[src/hw/rtl/pva_pkg.sv]
// pva_pkg: beat types, op and kind codes and constants for the voice allocator
// no dependencies

package pva_pkg;

    localparam logic [1:0] OP_NOTE_ON  = 2'd0;
    localparam logic [1:0] OP_NOTE_OFF = 2'd1;
    localparam logic [1:0] OP_PEDAL    = 2'd2;
    localparam logic [1:0] OP_ENV_DONE = 2'd3;

    localparam logic [1:0] KIND_NONE   = 2'd0;
    localparam logic [1:0] KIND_REUSE  = 2'd1;
    localparam logic [1:0] KIND_IDLE   = 2'd2;
    localparam logic [1:0] KIND_STEAL  = 2'd3;

    localparam logic [6:0] PEDAL_THRESHOLD = 7'd64;
    localparam logic [6:0] RESET_NOTE      = 7'd60;

    typedef struct packed {
        logic [1:0] op;
        logic [6:0] note;
        logic [6:0] velocity;
        logic [6:0] pedal_level;
        logic [2:0] voice_index;
    } cmd_t;

    typedef struct packed {
        logic [2:0] assigned_voice;
        logic [1:0] assign_kind;
        logic [6:0] assigned_note;
        logic [6:0] assigned_velocity;
        logic [5:0] gate_mask;
        logic [5:0] key_mask;
        logic [5:0] active_mask;
        logic       sustain_held;
    } status_t;

    typedef struct packed {
        logic reuse;
        logic idle;
        logic release_hit;
    } match_t;

endpackage

[src/hw/rtl/pva_match.sv]
// pva_match: shared note compare and voice flag test, used once per scan cycle
// depends on pva_pkg

module pva_match (
    input  logic [6:0]      voice_note,
    input  logic [6:0]      note,
    input  logic            active,
    input  logic            key,
    output pva_pkg::match_t result
);

    logic note_eq;

    assign note_eq            = (voice_note == note);
    assign result.reuse       = note_eq && (active || key);
    assign result.idle        = !active && !key;
    assign result.release_hit = note_eq && key;

endmodule

[src/hw/rtl/poly_voice_allocator_sustain.sv]
// poly_voice_allocator_sustain: polyphonic voice allocator with sustain pedal
// depends on pva_pkg and pva_match
//
//   channel   dir   handshake              beat
//   cmd       in    cmd_valid / cmd_stall  pva_pkg::cmd_t
//   res       out   res_valid / res_stall  pva_pkg::status_t
//
// note on and note off scan one voice per cycle through the shared compare unit;
// an allocating note on then writes the chosen voice, pedal and envelope beats
// skip the scan, and the result waits in S_OUT while res is stalled
// cmd is stalled while a beat is in work; the res register frees the scan
// reset gives note 60, zero velocity, all flags low, pointer zero, pedal up

module poly_voice_allocator_sustain #(
    parameter int VOICES = 6
) (
    input  logic              clk,
    input  logic              rst_n,
    input  logic              cmd_valid,
    output logic              cmd_stall,
    input  pva_pkg::cmd_t     cmd,
    output logic              res_valid,
    input  logic              res_stall,
    output pva_pkg::status_t  res
);

    localparam int IDX_W = (VOICES > 1) ? $clog2(VOICES) : 1;
    localparam int PAD_W = (VOICES > 6) ? VOICES : 6;
    localparam logic [IDX_W-1:0] LAST_IDX = IDX_W'(VOICES - 1);

    typedef enum logic [2:0] {
        S_IDLE,
        S_ALLOC,
        S_RELEASE,
        S_WRITE,
        S_OUT
    } state_t;

    state_t             state_reg, state_next;
    logic [IDX_W-1:0]   scan_reg, scan_next;
    logic [6:0]         voice_note_reg [VOICES];
    logic [6:0]         voice_note_next [VOICES];
    logic [6:0]         voice_vel_reg [VOICES];
    logic [6:0]         voice_vel_next [VOICES];
    logic [VOICES-1:0]  active_reg, active_next;
    logic [VOICES-1:0]  gate_reg, gate_next;
    logic [VOICES-1:0]  key_reg, key_next;
    logic [IDX_W-1:0]   ptr_reg, ptr_next;
    logic               pedal_reg, pedal_next;
    logic [6:0]         note_reg, note_next;
    logic [6:0]         vel_reg, vel_next;
    logic               reuse_found_reg, reuse_found_next;
    logic [IDX_W-1:0]   reuse_idx_reg, reuse_idx_next;
    logic               idle_found_reg, idle_found_next;
    logic [IDX_W-1:0]   idle_idx_reg, idle_idx_next;
    logic [IDX_W-1:0]   av_reg, av_next;
    logic [1:0]         kind_reg, kind_next;
    logic               res_valid_reg, res_valid_next;
    pva_pkg::status_t   res_reg, res_next;

    pva_pkg::match_t    hit;
    logic [PAD_W-1:0]   gate_pad, key_pad, active_pad;

    pva_match u_match (
        .voice_note (voice_note_reg[scan_reg]),
        .note       (note_reg),
        .active     (active_reg[scan_reg]),
        .key        (key_reg[scan_reg]),
        .result     (hit)
    );

    assign gate_pad   = PAD_W'(gate_reg);
    assign key_pad    = PAD_W'(key_reg);
    assign active_pad = PAD_W'(active_reg);

    always_comb
    begin
        logic [IDX_W-1:0] sel;
        logic             down;

        state_next       = state_reg;
        scan_next        = scan_reg;
        voice_note_next  = voice_note_reg;
        voice_vel_next   = voice_vel_reg;
        active_next      = active_reg;
        gate_next        = gate_reg;
        key_next         = key_reg;
        ptr_next         = ptr_reg;
        pedal_next       = pedal_reg;
        note_next        = note_reg;
        vel_next         = vel_reg;
        reuse_found_next = reuse_found_reg;
        reuse_idx_next   = reuse_idx_reg;
        idle_found_next  = idle_found_reg;
        idle_idx_next    = idle_idx_reg;
        av_next          = av_reg;
        kind_next        = kind_reg;
        res_valid_next   = res_valid_reg && res_stall;
        res_next         = res_reg;
        sel              = ptr_reg;
        down             = (cmd.pedal_level >= pva_pkg::PEDAL_THRESHOLD);

        unique case (state_reg)
            S_IDLE:
            begin
                if (cmd_valid)
                begin
                    note_next        = cmd.note;
                    vel_next         = cmd.velocity;
                    scan_next        = '0;
                    reuse_found_next = 1'b0;
                    idle_found_next  = 1'b0;
                    av_next          = '0;
                    kind_next        = pva_pkg::KIND_NONE;
                    unique case (cmd.op)
                        pva_pkg::OP_NOTE_ON:
                        begin
                            if (cmd.velocity != 7'd0)
                                state_next = S_ALLOC;
                            else
                                state_next = S_RELEASE;
                        end
                        pva_pkg::OP_NOTE_OFF:
                        begin
                            state_next = S_RELEASE;
                        end
                        pva_pkg::OP_PEDAL:
                        begin
                            if (down && !pedal_reg)
                                pedal_next = 1'b1;
                            else if (!down && pedal_reg)
                            begin
                                pedal_next = 1'b0;
                                gate_next  = gate_reg & key_reg;
                            end
                            state_next = S_OUT;
                        end
                        pva_pkg::OP_ENV_DONE:
                        begin
                            for (int i = 0; i < VOICES; i++)
                            begin
                                if (int'(cmd.voice_index) == i && !gate_reg[i] && !key_reg[i])
                                    active_next[i] = 1'b0;
                            end
                            state_next = S_OUT;
                        end
                        default:
                        begin
                            state_next = S_OUT;
                        end
                    endcase
                end
            end
            S_ALLOC:
            begin
                if (hit.reuse && !reuse_found_reg)
                begin
                    reuse_found_next = 1'b1;
                    reuse_idx_next   = scan_reg;
                end
                if (hit.idle && !idle_found_reg)
                begin
                    idle_found_next = 1'b1;
                    idle_idx_next   = scan_reg;
                end
                if (scan_reg == LAST_IDX)
                    state_next = S_WRITE;
                else
                    scan_next = scan_reg + 1'b1;
            end
            S_WRITE:
            begin
                if (reuse_found_reg)
                begin
                    sel       = reuse_idx_reg;
                    kind_next = pva_pkg::KIND_REUSE;
                end
                else if (idle_found_reg)
                begin
                    sel       = idle_idx_reg;
                    kind_next = pva_pkg::KIND_IDLE;
                end
                else
                begin
                    sel       = ptr_reg;
                    kind_next = pva_pkg::KIND_STEAL;
                    ptr_next  = (ptr_reg == LAST_IDX) ? '0 : ptr_reg + 1'b1;
                end
                voice_note_next[sel] = note_reg;
                voice_vel_next[sel]  = vel_reg;
                active_next[sel]     = 1'b1;
                gate_next[sel]       = 1'b1;
                key_next[sel]        = 1'b1;
                av_next              = sel;
                state_next           = S_OUT;
            end
            S_RELEASE:
            begin
                if (hit.release_hit)
                begin
                    key_next[scan_reg] = 1'b0;
                    if (!pedal_reg)
                        gate_next[scan_reg] = 1'b0;
                end
                if (scan_reg == LAST_IDX)
                    state_next = S_OUT;
                else
                    scan_next = scan_reg + 1'b1;
            end
            S_OUT:
            begin
                if (!res_valid_reg || !res_stall)
                begin
                    res_valid_next             = 1'b1;
                    res_next.assigned_voice    = 3'(av_reg);
                    res_next.assign_kind       = kind_reg;
                    res_next.assigned_note     =
                        (kind_reg == pva_pkg::KIND_NONE) ? 7'd0 : note_reg;
                    res_next.assigned_velocity =
                        (kind_reg == pva_pkg::KIND_NONE) ? 7'd0 : vel_reg;
                    res_next.gate_mask         = gate_pad[5:0];
                    res_next.key_mask          = key_pad[5:0];
                    res_next.active_mask       = active_pad[5:0];
                    res_next.sustain_held      = pedal_reg;
                    state_next                 = S_IDLE;
                end
            end
            default:
            begin
                state_next = S_IDLE;
            end
        endcase
    end

    always_ff @(posedge clk or negedge rst_n)
    begin
        if (!rst_n)
        begin
            state_reg       <= S_IDLE;
            scan_reg        <= '0;
            for (int i = 0; i < VOICES; i++)
            begin
                voice_note_reg[i] <= pva_pkg::RESET_NOTE;
                voice_vel_reg[i]  <= 7'd0;
            end
            active_reg      <= '0;
            gate_reg        <= '0;
            key_reg         <= '0;
            ptr_reg         <= '0;
            pedal_reg       <= 1'b0;
            reuse_found_reg <= 1'b0;
            idle_found_reg  <= 1'b0;
            av_reg          <= '0;
            kind_reg        <= pva_pkg::KIND_NONE;
            res_valid_reg   <= 1'b0;
        end
        else
        begin
            state_reg       <= state_next;
            scan_reg        <= scan_next;
            voice_note_reg  <= voice_note_next;
            voice_vel_reg   <= voice_vel_next;
            active_reg      <= active_next;
            gate_reg        <= gate_next;
            key_reg         <= key_next;
            ptr_reg         <= ptr_next;
            pedal_reg       <= pedal_next;
            reuse_found_reg <= reuse_found_next;
            idle_found_reg  <= idle_found_next;
            av_reg          <= av_next;
            kind_reg        <= kind_next;
            res_valid_reg   <= res_valid_next;
        end
    end

    always_ff @(posedge clk)
    begin
        note_reg      <= note_next;
        vel_reg       <= vel_next;
        reuse_idx_reg <= reuse_idx_next;
        idle_idx_reg  <= idle_idx_next;
        res_reg       <= res_next;
    end

    assign cmd_stall = (state_reg != S_IDLE);
    assign res_valid = res_valid_reg;
    assign res       = res_reg;

endmodule
[config.mk]
export PLATFORM = sky130hd
export DESIGN_NAME = poly_voice_allocator_sustain
export DESIGN_NICKNAME = d
export VERILOG_FILES = /design/src/hw/rtl/pva_pkg.sv /design/src/hw/rtl/pva_match.sv /design/src/hw/rtl/poly_voice_allocator_sustain.sv
export SDC_FILE = /design/constraint.sdc
export NUM_CORES = 1
export LEC_CHECK = 0
export BUFFER_PORTS_ARGS = -buffer_cell sky130_fd_sc_hd__buf_2
export CORE_MARGIN = 5
export CORE_UTILIZATION = 25
export CTS_CLUSTER_DIAMETER = 100
export DETAILED_ROUTE_END_ITERATION = 7
export PLACE_DENSITY = 0.41
export SETUP_SLACK_MARGIN = 0.02
export SKIP_CTS_REPAIR_TIMING = 1
export SLEW_MARGIN = 10
export SYNTH_ARGS = -nofsm -noshare
export SYNTH_HDL_FRONTEND = slang
export SYNTH_SLANG_ARGS = --single-unit
[constraint.sdc]
create_clock -name clk -period 4.15 [get_ports clk]
set_input_delay 1.245 -clock clk [delete_from_list [all_inputs] [get_ports clk]]
set_output_delay 1.245 -clock clk [all_outputs]
set_load 0.01 [all_outputs]
* Word-level counts from Yosys, hierarchy flattened
Index checks and enable logic that the tools add are counted.
** Storage, ports and cells
- Bits in registers :: 136
- Input port bits :: 30
- Output and inout port bits :: 40
- Logic and storage cells :: 228
** Operators by class
- Add/subtract/negate cells :: 2
- $lt $le $gt $ge :: 8
- Eq/ne operators :: 34
- Muxes and demuxes :: 60
- Bitwise logic cells :: 11
- Reductions and logical operators :: 78
** Operators by type and width (count)
- 2-to-1 mux 6 bit :: 9
- bitwise mux 42 bit :: 1
- inequality test 2 bit (second input constant) :: 17
- AND reduction 4 bit :: 8
- 2-to-1 mux 3 bit :: 10
- case mux 6 bit (2 select lines) :: 2
- logical AND 1 bit :: 23
- binary-select mux 7 bit (select 3 bit) :: 1
- demux 7 bit (select 3 bit) :: 1
- == test 3 bit (second input constant) :: 7
- 2-to-1 mux 7 bit :: 3
- logical NOT 1 bit :: 20
- AND 6 bit :: 3
- 2-to-1 mux 1 bit :: 18
- OR 6 bit :: 3
- case mux 6 bit (3 select lines) :: 1
- case mux 3 bit (5 select lines) :: 1
- case mux 3 bit (2 select lines) :: 2
- AND reduction 2 bit :: 6
- AND reduction 3 bit :: 4
- nonzero test 2 bit :: 5
- == test 3 x 2 -> 1 bit (second input constant) :: 3
- case mux 3 bit (3 select lines) :: 1
- greater-or-equal comparator 4 bit (second input constant) :: 2
- 25 further kinds :: 42

* Depth between registers and ports, before layout
- Depth in word-level cells :: 9
- Gate-level depth with buffers :: 10
- Depth with buffers taken out :: 9

* Modules after synthesis
A second synthesis with hierarchy kept.
** Second synthesis, totals
- Cell total of the unflattened synthesis :: 421
- Area total of the unflattened synthesis :: 5838.1 µm²
** Modules (own cells, without submodules)
- poly_voice_allocator_sustain :: times used 1, cells each 409, area each 5735.5 µm², sequential area each 3723.6 µm²
- pva_match :: times used 1, cells each 12, area each 102.6 µm², sequential area each 0.0 µm²

* Least setup slack after synthesis
No wires, ideal clock.
- Path type :: in2reg
- From :: input port res_stall
- To :: register res_reg (netlist bit res[0]), enable pin
- Setup time :: 0.446 ns
- Data arrival time :: 3.136 ns
- Data required time :: 3.704 ns
- Path slack :: 0.568 ns
- Stages :: 1
- Buffers on the path :: 0
- Path through :: a21oi_1
** On the way
- Word-level cells in the longest chain between the ends :: 3
** RTL lines
- start: declaration :: RTL line poly_voice_allocator_sustain.sv:23 : input logic res_stall,
- logical NOT 1 bit :: RTL line poly_voice_allocator_sustain.sv:212 : if (!res_valid_reg || !res_stall)
- logical OR 1 bit :: RTL line poly_voice_allocator_sustain.sv:212
- AND reduction 2 bit (no line)
- end signal: assignment :: RTL line poly_voice_allocator_sustain.sv:282 : res_reg <= res_next;
- end: declaration :: RTL line poly_voice_allocator_sustain.sv:59 : pva_pkg::status_t res_reg, res_next;
Every way passes these cells.
A chain may end at the register's enable or synchronous reset.

* Final worst setup path
- From :: register scan_reg[0]
- To :: register reuse_idx_reg[1], enable pin
** On the way
- Word-level cells in the longest chain between the ends :: 8
- Elaborated cells between the ends (all ways) :: 13
- Those cells by class :: eq/ne (1); mux (7); bitwise (1); reduce/logical (4)
** RTL lines
- start: declaration :: RTL line poly_voice_allocator_sustain.sv:40 : logic [IDX_W-1:0] scan_reg, scan_next;
- start signal: assignment :: RTL line poly_voice_allocator_sustain.sv:260 : scan_reg <= scan_next;
- inverter 3 -> 4 bit (implied by the code) :: RTL line poly_voice_allocator_sustain.sv:65 : .voice_note (voice_note_reg[scan_reg]),
- binary-select mux 7 bit (select 3 bit) :: RTL line poly_voice_allocator_sustain.sv:65
- 2-to-1 mux 7 bit (implied by the code) (2 in a row) :: RTL line poly_voice_allocator_sustain.sv:65
- == test 7 bit :: RTL line pva_match.sv:14 : assign note_eq = (voice_note == note);
- logical AND 1 bit * :: RTL line pva_match.sv:15 : assign result.reuse = note_eq && (active || key);
- logical AND 1 bit * :: RTL line poly_voice_allocator_sustain.sv:156 : if (hit.reuse && !reuse_found_reg)
- AND reduction 2 bit (no line) *
- end signal: assignment :: RTL line poly_voice_allocator_sustain.sv:280 : reuse_idx_reg <= reuse_idx_next;
- end: declaration :: RTL line poly_voice_allocator_sustain.sv:53 : logic [IDX_W-1:0] reuse_idx_reg, reuse_idx_next;
Every way passes the cells marked *; elsewhere a longest branch is shown, timed or not. The select of a mux whose other input is x is not followed.

==> flow_summary_export.csv <==
group,metric,value,unit
timing,maxSlewHeadroom,28.9,%
floorplan,die-area,27100,um^2
floorplan,die_h,165,um
floorplan,fp.dieW,165,um
setup_path,cp-start-kind,"register",
synth,ys_ff_latch,136,
placed_design,gp_congestion,0.796,
synth,synth_mux_area_share,9.71,%
layout,largest_reg_flops,42,
power,p_int,0.00334,W
cts,cts_buffers,17,
synth,synth-compound-area-share,8.20,%
layout,seqCellArea,3720,um^2
setup_path,critPathArrivalTime,3.56,ns
setup_path,end_kind,"register",
timing,setup_viol,0,
floorplan,ios,70,
synth,synthAdderAreaFrac,0.837,%
global_route,grt_pass1_wl,24300,um
setup_path,worstSetupPathType,"register to register",
layout,syn2layout_area_growth,21.2,%
placed_design,dpl_cell_area,6690,um^2
setup_path,r2r_start,"scan_reg[0]",
synth,yosys.area_share.xor_xnor,1.61,%
timing,period_share,84.7,%
timing,rsz0062_at_grt,"false",
floorplan,core-area,23500,um^2
setup_path,worstReg2RegEnd,"reuse_idx_reg[1]",
setup_path,rrSetupSlack,0.64,ns
synth,syn_avg_cell_area,12.0,um^2
floorplan,start_util,25.4,%
synth,syn_nets,531,
setup_path,worst-path-max-fanout,12,
power,clock_power_share,28.2,%
power,combPwrFrac,27.2,%
placed_design,dp_hpwl,10500,um
synth,synth_simple_gate_area_share,14.7,%
synth,synth_cells,497,
status,status,"complete, no violations",
synth,synth_warnings,0,
power,irDropWorstVdd,234,uV
timing,period_minus_slack,3.51,ns
min_path,min_path_type,"register to register",
timing,skew,0.0100,ns
min_path,hold_path_end,"res[36]",
timing,clock.fmax,0.285,GHz
power,powerDensity,697,nW/um^2
layout,antenna_cells,0,
cts,cts_tree,"yes",
global_route,grt_overflow_total,0,
placed_design,numPortBuffers,63,
routing,drt_wl_total,15500,um
layout,final_area,7240,um^2
synth,synth_edf_count,58,
global_route,first_global_vias,4222,
min_path,hold_start,"av_reg[1]",
job,drv_cap,0,
cts,htree_levels,4,
routing,drtPass1Iterations,5,
cts,clk_pin_slew,0.06,ns
timing,finalHoldViolations,0,
timing,drv_slew,0,
min_path,hold_depth,0,
setup_path,cp.required,4.20,ns
cts,root_buffer,"clkbuf_16",
global_route,grt_max_degree,79,
layout,drive_above_1_share,29.9,%
floorplan,rows,56,
synth,syn-cell-area,5980,um^2
routing,viasPerCell,4.47,
timing,fin_tns_setup,0,ns
layout,nets,599,
routing,drtIter0Drc,250,
global_route,globalRouteTotalUtil,11.9,%
setup_path,worstRegToRegCells,7,
power,p_sw_share,33.9,%
synth,yosysSeqAreaShare,62.3,%
cts,clk_latency,0.42,ns
synth,ys.flop_type,"edfxtp_1",
layout,multi_input_area,2120,um^2
routing,vias,4008,
power,p_leak,2.92,nW
power,p_switching,0.00171,W
timing,worst_pin_slew,1.07,ns
routing,wl_per_cell,17.2,um
synth,synth_top_family_by_area,"simple AND/OR/NAND/NOR gates",
layout,nFillCells,2458,
global_route,grt_antenna_before_repair,0,
cts,clock_sink_count,136,
routing,ant_nets,0,
power,seq_power_share,44.5,%
routing,drcViolationCount,0,
synth,ys_types,54,
cts,cts.path.max_buffers,2,
synth,async_reset_ff_share,57.4,%
==> cell type report <==
cell class                 instances  share of cell area [%]
sequential                       136                    51.4
multi-input combinational        326                    29.3
clock buffer                      18                    5.92
timing repair buffer              74                    5.70
tap                              319                    5.51
clock inverter                    14                    1.68
inverter                          10                   0.518
==> placed cells by master (no fill, tap or decap), drive strengths merged, types with 2 or more instances in the layout <==
cell      synthesis  layout
o21ai            27      27
clkinv            0       4
a31oi             8       8
nand2            79      79
nor2b            21      21
mux2i            13      13
mux2             30      30
dfstp            24      24
nor2             30      30
a21oi            17      17
clkbuf           15      18
o21a              3       3
nor3             14      14
clkinvlp          0       3
inv              10      16
o41ai             2       2
or2               3       3
a22oi             3       3
edfxtp           58      58
or4               2       2
nand2b            8       8
o31ai             3       3
nand3            11      11
xor2              4       4
a221oi            3       3
a21boi            3       3
nor4              9       9
dfrtp            54      54
nor3b             3       3
buf              10      74
o22ai             2       2
ha                4       4
mux4              5       5
xnor2             7       7
==> Yosys cell counts (6+ instances only) <==
library cell   n  area [um^2]
nor2_1        30          113
nor4_1         8         50.1
dfstp_2       24          631
a21oi_1       17         85.1
inv_1          9         33.8
xnor2_1        7         61.3
nand2_1       79          297
edfxtp_1      58         1740
buf_2          6         30.0
mux2_2        30          338
mux2i_1       13          130
dfrtp_1       54         1350
clkbuf_1      14         52.6
nand3_1       11         55.1
o21ai_0       25          125
nand2b_1       8         50.1
nor3_1        12         60.1
a31oi_1        8         50.1
nor2b_1       21          131
==> power by group through the flow <==
stage	Sequential, W	Combinational, W	Clock [W]
floorplan	0.00218	0.000976	0
global placement	0.00227	0.00137	0
detailed placement	0.00228	0.00139	0
CTS	0.00226	0.00140	0.00147
global route	0.00230	0.00154	0.00152
finish	0.00225	0.00138	0.00142
==> how the worst max path moves through the flow <==
stage / from / to
6_report: scan_reg[0] / reuse_idx_reg[1]
5_1_grt: scan_reg[0] / reuse_idx_reg[1]
4_1_cts: scan_reg[0] / reuse_idx_reg[1]
3_5_place_dp: scan_reg[0] / reuse_idx_reg[1]
3_3_place_gp: scan_reg[0] / reuse_idx_reg[2]
2_1_floorplan: res_stall / res[0]
==> critical path, cell delays in order (launching register included) <==
cell and delay, ns:
dfrtp_1 0.73, mux4_2 0.57, nand2_1 0.07, o21ai_1 0.07
xor2_1 0.16, or4_1 0.68, or2_4 0.31, nor4_1 0.54
==> per-layer routing <==
layer | wire length, um | track usage [%]
met1 | 7030 | 15.1
met2 | 7680 | 19.5
met3 | 526 | 3.24
met4 | 223 | 4.27
met5 | 0 | 0
==> cells by family (layout without fill, tap and decap cells) <==
family,after synthesis,in the layout
simple gates,184,184
flops,136,136
compound gates,79,79
mux,48,48
buf+inv,35,116
xor+xnor,11,11
fa+ha+maj,4,4
==> stage by stage <==
| step | hold WS [ns] | instances | setup WS (ns) | power, W | utilization (%) |
|---|---|---|---|---|---|
| global route | 0.452 | 897 | 0.433 | 0.00536 | 30.8 |
| detailed placement | 0.441 | 865 | 0.574 | 0.00367 | 28.4 |
| global placement | 0.438 | 865 | 0.603 | 0.00364 | 28.4 |
| floorplan | 0.425 | 497 | 0.568 | 0.00315 | - |
| CTS | 0.450 | 897 | 0.557 | 0.00513 | 30.8 |
| finish | 0.451 | 897 | 0.636 | 0.00505 | 30.8 |
No activity file was read; power rests on OpenSTA's default activity.
